**src/hdl/mkh_pkg.sv**
```systemverilog
package mkh_pkg;

  localparam int          LENGTH_BITS_DEF = 16;
  localparam int          QUEUE_DEPTH_DEF = 4;
  localparam int          ENTRY_FIXED_W   = 37;
  localparam logic [31:0] MIX_MUL         = 32'h5bd1e995;
  localparam int          MIX_SHIFT       = 24;
  localparam int          FIN_SHIFT_A     = 13;
  localparam int          FIN_SHIFT_B     = 15;
  localparam logic [31:0] SEED_RESET      = 32'd5381;
  localparam logic [2:0]  NB_NONE         = 3'd0;
  localparam logic [2:0]  NB_FULL         = 3'd4;

  typedef enum logic [1:0] {
    F_IDLE,
    F_MUL1,
    F_MUL2,
    F_PUSH
  } front_state_e;

  typedef enum logic [1:0] {
    B_RUN,
    B_FIN,
    B_OUT
  } back_state_e;

  typedef struct packed {
    logic full;
    logic empty;
  } q_status_t;

  function automatic logic [31:0] mix_mul(input logic [31:0] a);
    logic [31:0] p;
    p = a * MIX_MUL;
    return p;
  endfunction

endpackage

```
**src/hdl/mkh_if.sv**
```systemverilog
interface mkh_key_if #(
  parameter int LENGTH_BITS = mkh_pkg::LENGTH_BITS_DEF
) ();
  logic                   valid;
  logic                   ready;
  logic                   first;
  logic                   last;
  logic [LENGTH_BITS-1:0] key_length;
  logic [31:0]            data_word;
  logic [2:0]             valid_bytes;

  modport source (output valid, first, last, key_length, data_word, valid_bytes,
                  input ready);
  modport sink (input valid, first, last, key_length, data_word, valid_bytes,
                output ready);
endinterface

interface mkh_hash_if ();
  logic        valid;
  logic        ready;
  logic [31:0] hash;
  logic        length_error;

  modport source (output valid, hash, length_error, input ready);
  modport sink (input valid, hash, length_error, output ready);
endinterface

interface mkh_cfg_if ();
  logic        valid;
  logic        ready;
  logic [31:0] hash_seed;

  modport source (output valid, hash_seed, input ready);
  modport sink (input valid, hash_seed, output ready);
endinterface

```
**src/hdl/murmur2_key_hash_unit.sv**
```systemverilog
// channel  | dir | beat payload
// key_i    | in  | first, last, key_length, data_word, valid_bytes
// cfg_i    | in  | hash_seed
// hash_o   | out | hash, length_error
//
// Front takes one key beat at a time and holds key_i off until it is pushed; full words
// take two passes through its constant multiplier. A 4-entry queue feeds the back, which
// retires one word per cycle off a non-empty queue and then avalanches a last word.
// Reset clears the accumulator, byte balance and fault flag; seed goes to 5381.
// A stalled hash_o holds the back, which then fills the queue and stalls key_i.
module murmur2_key_hash_unit #(
  parameter int LENGTH_BITS = mkh_pkg::LENGTH_BITS_DEF,
  parameter int QUEUE_DEPTH = mkh_pkg::QUEUE_DEPTH_DEF
) (
  input  logic       clk_i,
  input  logic       rst_ni,
  mkh_key_if.sink    key_i,
  mkh_cfg_if.sink    cfg_i,
  mkh_hash_if.source hash_o
);

  localparam int EntryW = LENGTH_BITS + mkh_pkg::ENTRY_FIXED_W;

  logic               push, pop;
  logic [EntryW-1:0]  push_data, pop_data;
  mkh_pkg::q_status_t q_status;

  mkh_front #(
    .LENGTH_BITS(LENGTH_BITS)
  ) u_front (
    .clk_i      (clk_i),
    .rst_ni     (rst_ni),
    .key_i      (key_i),
    .q_status_i (q_status),
    .push_o     (push),
    .push_data_o(push_data)
  );

  mkh_queue #(
    .DATA_W(EntryW),
    .DEPTH (QUEUE_DEPTH)
  ) u_queue (
    .clk_i      (clk_i),
    .rst_ni     (rst_ni),
    .push_i     (push),
    .push_data_i(push_data),
    .pop_i      (pop),
    .pop_data_o (pop_data),
    .q_status_o (q_status)
  );

  mkh_back #(
    .LENGTH_BITS(LENGTH_BITS)
  ) u_back (
    .clk_i     (clk_i),
    .rst_ni    (rst_ni),
    .cfg_i     (cfg_i),
    .hash_o    (hash_o),
    .q_status_i(q_status),
    .pop_o     (pop),
    .pop_data_i(pop_data)
  );

  a_no_push_full: assert property (@(posedge clk_i) disable iff (!rst_ni)
    push |-> !q_status.full)
    else $error("push into full queue");

  a_no_pop_empty: assert property (@(posedge clk_i) disable iff (!rst_ni)
    pop |-> !q_status.empty)
    else $error("pop from empty queue");

  a_front_busy: assert property (@(posedge clk_i) disable iff (!rst_ni)
    (key_i.valid && key_i.ready) |=> !key_i.ready)
    else $error("front took a beat while busy");

  a_queue_flags: assert property (@(posedge clk_i) disable iff (!rst_ni)
    !(q_status.full && q_status.empty))
    else $error("queue full and empty");

endmodule

```
**src/hdl/mkh_front.sv**
```systemverilog
module mkh_front #(
  parameter int LENGTH_BITS = mkh_pkg::LENGTH_BITS_DEF
) (
  input  logic                                         clk_i,
  input  logic                                         rst_ni,
  mkh_key_if.sink                                      key_i,
  input  mkh_pkg::q_status_t                           q_status_i,
  output logic                                         push_o,
  output logic [LENGTH_BITS+mkh_pkg::ENTRY_FIXED_W-1:0] push_data_o
);

  mkh_pkg::front_state_e  state_q, state_d;
  logic                   first_q, last_q;
  logic [LENGTH_BITS-1:0] klen_q;
  logic [2:0]             nb_q;
  logic [31:0]            word_q;
  logic [2:0]             nb_sat;

  function automatic logic [31:0] tail_mask(input logic [2:0] nb);
    logic [31:0] m;
    case (nb)
      3'd0:    m = 32'h0000_0000;
      3'd1:    m = 32'h0000_00ff;
      3'd2:    m = 32'h0000_ffff;
      3'd3:    m = 32'h00ff_ffff;
      default: m = 32'hffff_ffff;
    endcase
    return m;
  endfunction

  assign nb_sat = (key_i.valid_bytes > mkh_pkg::NB_FULL) ? mkh_pkg::NB_FULL
                                                        : key_i.valid_bytes;

  always_comb begin
    state_d = state_q;
    case (state_q)
      mkh_pkg::F_IDLE: begin
        if (key_i.valid) begin
          state_d = (nb_sat == mkh_pkg::NB_FULL) ? mkh_pkg::F_MUL1 : mkh_pkg::F_PUSH;
        end
      end
      mkh_pkg::F_MUL1: state_d = mkh_pkg::F_MUL2;
      mkh_pkg::F_MUL2: state_d = mkh_pkg::F_PUSH;
      mkh_pkg::F_PUSH: begin
        if (!q_status_i.full) begin
          state_d = mkh_pkg::F_IDLE;
        end
      end
      default: state_d = mkh_pkg::F_IDLE;
    endcase
  end

  always_comb begin
    key_i.ready = (state_q == mkh_pkg::F_IDLE);
    push_o      = (state_q == mkh_pkg::F_PUSH) && !q_status_i.full;
    push_data_o = {first_q, last_q, nb_q, klen_q, word_q};
  end

  always_ff @(posedge clk_i or negedge rst_ni) begin
    if (!rst_ni) begin
      state_q <= mkh_pkg::F_IDLE;
    end else begin
      state_q <= state_d;
    end
  end

  // full words get the key premix: k*m, k^=k>>24, k*m
  always_ff @(posedge clk_i) begin
    case (state_q)
      mkh_pkg::F_IDLE: begin
        if (key_i.valid) begin
          first_q <= key_i.first;
          last_q  <= key_i.last;
          klen_q  <= key_i.key_length;
          nb_q    <= nb_sat;
          word_q  <= key_i.data_word & tail_mask(nb_sat);
        end
      end
      mkh_pkg::F_MUL1: word_q <= mkh_pkg::mix_mul(word_q);
      mkh_pkg::F_MUL2: word_q <= mkh_pkg::mix_mul(word_q ^ (word_q >> mkh_pkg::MIX_SHIFT));
      default: ;
    endcase
  end

endmodule

```
**src/hdl/mkh_queue.sv**
```systemverilog
module mkh_queue #(
  parameter int DATA_W = 53,
  parameter int DEPTH  = mkh_pkg::QUEUE_DEPTH_DEF
) (
  input  logic               clk_i,
  input  logic               rst_ni,
  input  logic               push_i,
  input  logic [DATA_W-1:0]  push_data_i,
  input  logic               pop_i,
  output logic [DATA_W-1:0]  pop_data_o,
  output mkh_pkg::q_status_t q_status_o
);

  localparam int IdxW = $clog2(DEPTH);
  localparam int CntW = $clog2(DEPTH + 1);

  logic [DATA_W-1:0] mem_q [DEPTH];
  logic [IdxW-1:0]   wr_ptr_q, wr_ptr_d, rd_ptr_q, rd_ptr_d;
  logic [CntW-1:0]   count_q, count_d;

  always_comb begin
    wr_ptr_d = wr_ptr_q;
    rd_ptr_d = rd_ptr_q;
    count_d  = count_q;
    if (push_i) begin
      wr_ptr_d = (wr_ptr_q == IdxW'(DEPTH - 1)) ? '0 : wr_ptr_q + 1'b1;
    end
    if (pop_i) begin
      rd_ptr_d = (rd_ptr_q == IdxW'(DEPTH - 1)) ? '0 : rd_ptr_q + 1'b1;
    end
    if (push_i && !pop_i) begin
      count_d = count_q + 1'b1;
    end else if (pop_i && !push_i) begin
      count_d = count_q - 1'b1;
    end
  end

  assign q_status_o.full  = (count_q == CntW'(DEPTH));
  assign q_status_o.empty = (count_q == '0);
  assign pop_data_o       = mem_q[rd_ptr_q];

  always_ff @(posedge clk_i or negedge rst_ni) begin
    if (!rst_ni) begin
      wr_ptr_q <= '0;
      rd_ptr_q <= '0;
      count_q  <= '0;
    end else begin
      wr_ptr_q <= wr_ptr_d;
      rd_ptr_q <= rd_ptr_d;
      count_q  <= count_d;
    end
  end

  always_ff @(posedge clk_i) begin
    if (push_i) begin
      mem_q[wr_ptr_q] <= push_data_i;
    end
  end

endmodule

```
**src/hdl/mkh_back.sv**
```systemverilog
module mkh_back #(
  parameter int LENGTH_BITS = mkh_pkg::LENGTH_BITS_DEF
) (
  input  logic                                         clk_i,
  input  logic                                         rst_ni,
  mkh_cfg_if.sink                                      cfg_i,
  mkh_hash_if.source                                   hash_o,
  input  mkh_pkg::q_status_t                           q_status_i,
  output logic                                         pop_o,
  input  logic [LENGTH_BITS+mkh_pkg::ENTRY_FIXED_W-1:0] pop_data_i
);

  localparam int EntryW = LENGTH_BITS + mkh_pkg::ENTRY_FIXED_W;

  mkh_pkg::back_state_e   state_q, state_d;
  logic [31:0]            seed_q;
  logic [31:0]            acc_q, acc_d;
  logic [LENGTH_BITS-1:0] bal_q, bal_d;
  logic                   fault_q, fault_d;
  logic [31:0]            fin_q;
  logic                   err_q;
  logic                   out_valid_q, out_valid_d;
  logic [31:0]            out_hash_q;
  logic                   out_err_q;
  logic                   out_load;

  logic                   e_first, e_last;
  logic [2:0]             e_nb;
  logic [LENGTH_BITS-1:0] e_klen, nb_ext;
  logic [31:0]            e_word;
  logic [31:0]            acc_base, mul_in, prod;
  logic [LENGTH_BITS-1:0] bal_base;
  logic                   fault_base, e_full, over;

  assign e_first = pop_data_i[EntryW-1];
  assign e_last  = pop_data_i[EntryW-2];
  assign e_nb    = pop_data_i[EntryW-3 -: 3];
  assign e_klen  = pop_data_i[32 +: LENGTH_BITS];
  assign e_word  = pop_data_i[31:0];

  always_comb begin
    acc_base   = e_first ? (seed_q ^ 32'(e_klen)) : acc_q;
    bal_base   = e_first ? e_klen : bal_q;
    fault_base = e_first ? 1'b0 : fault_q;
    e_full     = (e_nb == mkh_pkg::NB_FULL);
    nb_ext     = LENGTH_BITS'(e_nb);
    over       = nb_ext > bal_base;
    mul_in     = e_full ? acc_base : (acc_base ^ e_word);
    prod       = mkh_pkg::mix_mul(mul_in);

    acc_d   = acc_q;
    bal_d   = bal_q;
    fault_d = fault_q;
    if (pop_o) begin
      if (e_full) begin
        acc_d = prod ^ e_word;
      end else if (e_nb == mkh_pkg::NB_NONE) begin
        acc_d = acc_base;
      end else begin
        acc_d = prod;
      end
      bal_d   = over ? '0 : (bal_base - nb_ext);
      fault_d = fault_base | over | (!e_last && !e_full);
    end
  end

  always_comb begin
    state_d = state_q;
    case (state_q)
      mkh_pkg::B_RUN: begin
        if (!q_status_i.empty && e_last) begin
          state_d = mkh_pkg::B_FIN;
        end
      end
      mkh_pkg::B_FIN: state_d = mkh_pkg::B_OUT;
      mkh_pkg::B_OUT: begin
        if (!out_valid_q || hash_o.ready) begin
          state_d = mkh_pkg::B_RUN;
        end
      end
      default: state_d = mkh_pkg::B_RUN;
    endcase
  end

  always_comb begin
    pop_o       = (state_q == mkh_pkg::B_RUN) && !q_status_i.empty;
    out_load    = (state_q == mkh_pkg::B_OUT) && (!out_valid_q || hash_o.ready);
    out_valid_d = (out_valid_q && !hash_o.ready) || out_load;
    cfg_i.ready = 1'b1;
    hash_o.valid        = out_valid_q;
    hash_o.hash         = out_hash_q;
    hash_o.length_error = out_err_q;
  end

  always_ff @(posedge clk_i or negedge rst_ni) begin
    if (!rst_ni) begin
      state_q     <= mkh_pkg::B_RUN;
      seed_q      <= mkh_pkg::SEED_RESET;
      acc_q       <= '0;
      bal_q       <= '0;
      fault_q     <= 1'b0;
      out_valid_q <= 1'b0;
    end else begin
      state_q     <= state_d;
      acc_q       <= acc_d;
      bal_q       <= bal_d;
      fault_q     <= fault_d;
      out_valid_q <= out_valid_d;
      if (cfg_i.valid) begin
        seed_q <= cfg_i.hash_seed;
      end
    end
  end

  // final avalanche split around the multiply
  always_ff @(posedge clk_i) begin
    if (state_q == mkh_pkg::B_FIN) begin
      fin_q <= mkh_pkg::mix_mul(acc_q ^ (acc_q >> mkh_pkg::FIN_SHIFT_A));
      err_q <= fault_q || (bal_q != '0);
    end
    if (out_load) begin
      out_hash_q <= fin_q ^ (fin_q >> mkh_pkg::FIN_SHIFT_B);
      out_err_q  <= err_q;
    end
  end

endmodule
```
**src/flat_wrapper.sv**
```systemverilog
// flat-port wrapper written by rule: the top's interface ports become plain ports
module murmur2_key_hash_unit_flat 
#(
  parameter int LENGTH_BITS = mkh_pkg::LENGTH_BITS_DEF,
  parameter int QUEUE_DEPTH = mkh_pkg::QUEUE_DEPTH_DEF
)
  (clk_i, rst_ni, key_i_valid, key_i_first, key_i_last, key_i_key_length, key_i_data_word, key_i_valid_bytes, key_i_ready, cfg_i_valid, cfg_i_hash_seed, cfg_i_ready, hash_o_valid, hash_o_hash, hash_o_length_error, hash_o_ready);
  mkh_key_if #(.LENGTH_BITS(LENGTH_BITS)) key_i_i ();
  mkh_cfg_if cfg_i_i ();
  mkh_hash_if hash_o_i ();
  input  logic clk_i;
  input  logic rst_ni;
  input wire logic [$bits(key_i_i.valid)-1:0] key_i_valid;
  input wire logic [$bits(key_i_i.first)-1:0] key_i_first;
  input wire logic [$bits(key_i_i.last)-1:0] key_i_last;
  input wire logic [$bits(key_i_i.key_length)-1:0] key_i_key_length;
  input wire logic [$bits(key_i_i.data_word)-1:0] key_i_data_word;
  input wire logic [$bits(key_i_i.valid_bytes)-1:0] key_i_valid_bytes;
  output wire logic [$bits(key_i_i.ready)-1:0] key_i_ready;
  input wire logic [$bits(cfg_i_i.valid)-1:0] cfg_i_valid;
  input wire logic [$bits(cfg_i_i.hash_seed)-1:0] cfg_i_hash_seed;
  output wire logic [$bits(cfg_i_i.ready)-1:0] cfg_i_ready;
  output wire logic [$bits(hash_o_i.valid)-1:0] hash_o_valid;
  output wire logic [$bits(hash_o_i.hash)-1:0] hash_o_hash;
  output wire logic [$bits(hash_o_i.length_error)-1:0] hash_o_length_error;
  input wire logic [$bits(hash_o_i.ready)-1:0] hash_o_ready;
  assign key_i_i.valid = key_i_valid;
  assign key_i_i.first = key_i_first;
  assign key_i_i.last = key_i_last;
  assign key_i_i.key_length = key_i_key_length;
  assign key_i_i.data_word = key_i_data_word;
  assign key_i_i.valid_bytes = key_i_valid_bytes;
  assign key_i_ready = key_i_i.ready;
  assign cfg_i_i.valid = cfg_i_valid;
  assign cfg_i_i.hash_seed = cfg_i_hash_seed;
  assign cfg_i_ready = cfg_i_i.ready;
  assign hash_o_valid = hash_o_i.valid;
  assign hash_o_hash = hash_o_i.hash;
  assign hash_o_length_error = hash_o_i.length_error;
  assign hash_o_i.ready = hash_o_ready;
  murmur2_key_hash_unit #(.LENGTH_BITS(LENGTH_BITS), .QUEUE_DEPTH(QUEUE_DEPTH)) u_core (.clk_i(clk_i), .rst_ni(rst_ni), .key_i(key_i_i), .cfg_i(cfg_i_i), .hash_o(hash_o_i));
endmodule
```
**config.mk**
```make
export PLATFORM = sky130hd
export DESIGN_NAME = murmur2_key_hash_unit_flat
export DESIGN_NICKNAME = d
export VERILOG_FILES = /design/src/hdl/mkh_pkg.sv /design/src/hdl/mkh_if.sv /design/src/hdl/murmur2_key_hash_unit.sv /design/src/hdl/mkh_front.sv /design/src/hdl/mkh_queue.sv /design/src/hdl/mkh_back.sv /design/src/flat_wrapper.sv
export SDC_FILE = /design/constraint.sdc
export NUM_CORES = 2
export LEC_CHECK = 0
export ABC_AREA = 1
export BUFFER_PORTS_ARGS = -buffer_cell sky130_fd_sc_hd__buf_4
export CAP_MARGIN = 0
export CORE_ASPECT_RATIO = 0.8
export CORE_MARGIN = 2
export CORE_UTILIZATION = 45
export CTS_BUF_LIST = sky130_fd_sc_hd__clkbuf_2 sky130_fd_sc_hd__clkbuf_4 sky130_fd_sc_hd__clkbuf_8
export DETAILED_ROUTE_END_ITERATION = 10
export PLACE_DENSITY_LB_ADDON = 0.08
export SYNTH_ARGS = -nofsm -noshare
export SYNTH_HDL_FRONTEND = slang
export SYNTH_SLANG_ARGS = --single-unit
export TNS_END_PERCENT = 10
```
**constraint.sdc**
```tcl
create_clock -name clk_i -period 9.7 [get_ports clk_i]
set_clock_uncertainty 0.05 [all_clocks]
set_input_delay 0.97 -clock clk_i [delete_from_list [all_inputs] [get_ports clk_i]]
set_output_delay 0.97 -clock clk_i [all_outputs]
set_load 0.01 [all_outputs]
```
==> qor.yml <==
tightest_slew_ns: 1.197
worst_path_max_delay_cell: "xor2_2"
worstSetupEndpointType: "register"
syn_inst: 5266
fin_util_pct: 49.58
synthFlopType: "edfxtp_1"
detail-route-antenna-nets: 0
cts_made_buffers: 76
port_buffers: 124
rsz0062_at_grt: "false"
wirelength_um: 162400
setup_tns_ns: 0
grt_max_degree: 68
drv_slew: 0
start_util_pct: 45.28
max_stage_delay_ns: 0.64
cts.clk_slew.worst_paths_ns: 0.07
synth.cell_area_sq_um: 51750
synth-compound-area-share_pct: 6.849
die_w_um: 383.2
ctsHoldBuffers: 0
setup_viol: 0
yosys.cell_types.count: 63
seq_area_frac_synth_pct: 23.72
grt_pass1_wl_um: 242600
hold_violations: 0
period_needed_ns: 9.118
cts.sinks: 424
synth_edf_count: 331
cp_max_fo: 67
final_cell_area_sq_um: 56670
crit_path_frequent_cell: "fa_1"
antenna_found_initial: 3
grt_pass1_vias: 36303
async_flop_share_pct: 21.93
finalCritPeriodShare_pct: 94.00
dp_hpwl_um: 135400
r2r-start: "u_core.u_queue.rd_ptr_q[0]"
place_congestion: 0.9640
cts_htree_levels: 3
num-nets-final: 7044
cts-root-buf: "clkbuf_8"
rows: 111
critPathLaunchType: "register"
overflow: 0
fill_cells: 10715
yosys_register_bits: 424
firstDrtPassIters: 5
setup_ws_ns: 0.5819
required_ns: 10.29
outcome: "completed"
dieArea_sq_um: 117800
synth_top_family_by_area: "adder cells"
cts_tree: "built"
area_delta_synth_final_pct: 9.499
drv_cap: 0
yosysWarnings: 0
detailedRoute.firstIterationViolations: 2908
yosys.area_share.simple_pct: 7.903
vias_per_cell: 5.143
r2r_cells: 31
place_area_sq_um: 54980
timing.rr.end: "u_core.u_back.acc_q[29]"
hold_path_class: "input pin to asynchronous set/reset pin"
synth_adder_area_share_pct: 45.30
clk_latency_ns: 0.78
crit_type: "register to register"
drc: 0
grt_usage_pct: 28.23
max_freq_mhz: 109.7
synth_mux_area_share_pct: 0.2829
core_sq_um: 114300
die_y_um: 307.3
arrival_ns: 9.71
vias: 36389
synth_nets: 6823
syn_avg_cell_area_sq_um: 9.828
synth_xor_area_share_pct: 4.947
drive_above_1_share_pct: 8.486
place_worst_setup_slack_ns: 0.4262
rrSetupSlack_ns: 0.58
wl_per_cell_um: 22.96
diodes: 0
clk_path_buf_depth: 3
ioPinCount: 126
slew_headroom_pct: 19.98
-- registers in the layout, indices dropped and copies added, names as in the netlist, 2 cells and up --
signal                     flops
u_core.u_front.nb_q            3
u_core.u_back.bal_q           16
u_core.u_back.state_q          2
u_core.u_queue.wr_ptr_q        2
u_core.u_back.seed_q          32
u_core.u_back.fin_q           32
u_core.u_queue.mem_q         212
u_core.u_back.hash_o.hash     32
u_core.u_front.word_q         32
u_core.u_queue.rd_ptr_q        2
u_core.u_back.acc_q           32
u_core.u_front.klen_q         16
u_core.u_front.state_q         2
u_core.u_queue.count_q         3
-- layout make-up --
class | count | area [sq um] | share of cell area [%]
well taps | 1525 | 1908 | 3.367
multi-input cells | 3367 | 33880 | 59.78
inverters | 1392 | 5230 | 9.229
clock inverters | 42 | 422.9 | 0.7463
flip-flops and latches | 424 | 12280 | 21.66
clock buffers | 99 | 1244 | 2.195
repair buffers | 226 | 1709 | 3.016
-- per-stage QoR --
step           cells  hold slack, ns
2_1_floorplan   5266          0.3503
3_3_place_gp    6934          0.3578
3_5_place_dp    6934          0.3559
4_1_cts         7075          0.1152
5_1_grt         7075          0.1595
6_report        7075          0.1718
-- how the worst max path moves through the flow --
stage	start	end	cells after the start
final	u_core.u_queue.rd_ptr_q[0]	u_core.u_back.acc_q[29]	31
after global routing	u_core.u_queue.rd_ptr_q[0]	u_core.u_back.acc_q[29]	36
after CTS	u_core.u_queue.rd_ptr_q[0]	u_core.u_back.acc_q[29]	31
after detailed placement	u_core.u_queue.rd_ptr_q[0]	u_core.u_back.acc_q[29]	31
after global placement	u_core.u_queue.rd_ptr_q[0]	u_core.u_back.acc_q[29]	31
after floorplan	u_core.u_queue.rd_ptr_q[1]	u_core.u_back.acc_q[29]	34
-- layout by cell type, fill, tap and decap left out, types with 14 or more instances in the layout --
| master | count |
|---|---|
| nand3_1 | 120 |
| nor2_1 | 209 |
| buf_4 | 225 |
| a21oi_1 | 238 |
| inv_2 | 14 |
| clkinv_1 | 17 |
| nand2_1 | 529 |
| clkbuf_4 | 19 |
| o21ai_0 | 209 |
| xnor2_1 | 127 |
| o21ai_1 | 30 |
| dfrtp_1 | 87 |
| xor2_1 | 153 |
| edfxtp_1 | 331 |
| inv_1 | 1373 |
| fa_1 | 678 |
| a31oi_1 | 33 |
| nor3_1 | 22 |
| o22ai_1 | 23 |
| clkbuf_8 | 80 |
| ha_1 | 789 |
| or2_2 | 38 |
-- what timing repair did --
| item | in CTS | in global routing |
|---|---|---|
| buffers inserted | 0 | 0 |
| setup endpoints to repair | 0 | 5 |
| resized for setup | 0 | 3 |
-- worst max-delay path: cells and delay by family, from the launching register on --
family          cells  cell delay [ns]
simple gates        6             0.67
buf+inv             6             0.67
compound gates      7             1.92
xor+xnor            3             1.07
fa+ha+maj           9             3.97
flops               1             0.60
-- Yosys cell counts (all sizes together), types with 33 or more instances --
cell type / n / area [sq um]
buf: 38 / 290.3
inv: 1389 / 5219
nand3: 124 / 670.7
fa: 678 / 13570
nand2: 537 / 2046
ha: 789 / 9872
edfxtp: 331 / 9940
xnor2: 127 / 1112
xor2: 161 / 1448
nor2: 219 / 829.6
o21ai: 248 / 1275
dfrtp: 88 / 2202
or2: 40 / 250.2
clkbuf: 45 / 168.9
a21oi: 239 / 1200
a31oi: 33 / 206.5
-- metal layers --
metal  share of wire [%]  vias up  global-route usage, %  wire [um]
li1                    -    17008                      -          -
met1                  49    18149                  44.59      79770
met2                  42     1103                  40.04      67620
met3                 7.7      129                  5.706      12580
met4                 1.5        0                  4.541       2476
met5                   0        -                      0          0
-- cell families (layout without fill, tap and decap cells) --
kind of cell / after synthesis / count (layout)
other cells: 1 / 1
xor+xnor: 288 / 288
simple gates: 969 / 969
flops: 424 / 424
mux: 13 / 13
fa+ha+maj: 1467 / 1467
buf+inv: 1475 / 1759
compound gates: 629 / 629
Power is left out: the tool's default activity adds up to more than one toggle a clock period on the data nets, which glitch-free logic cannot reach.
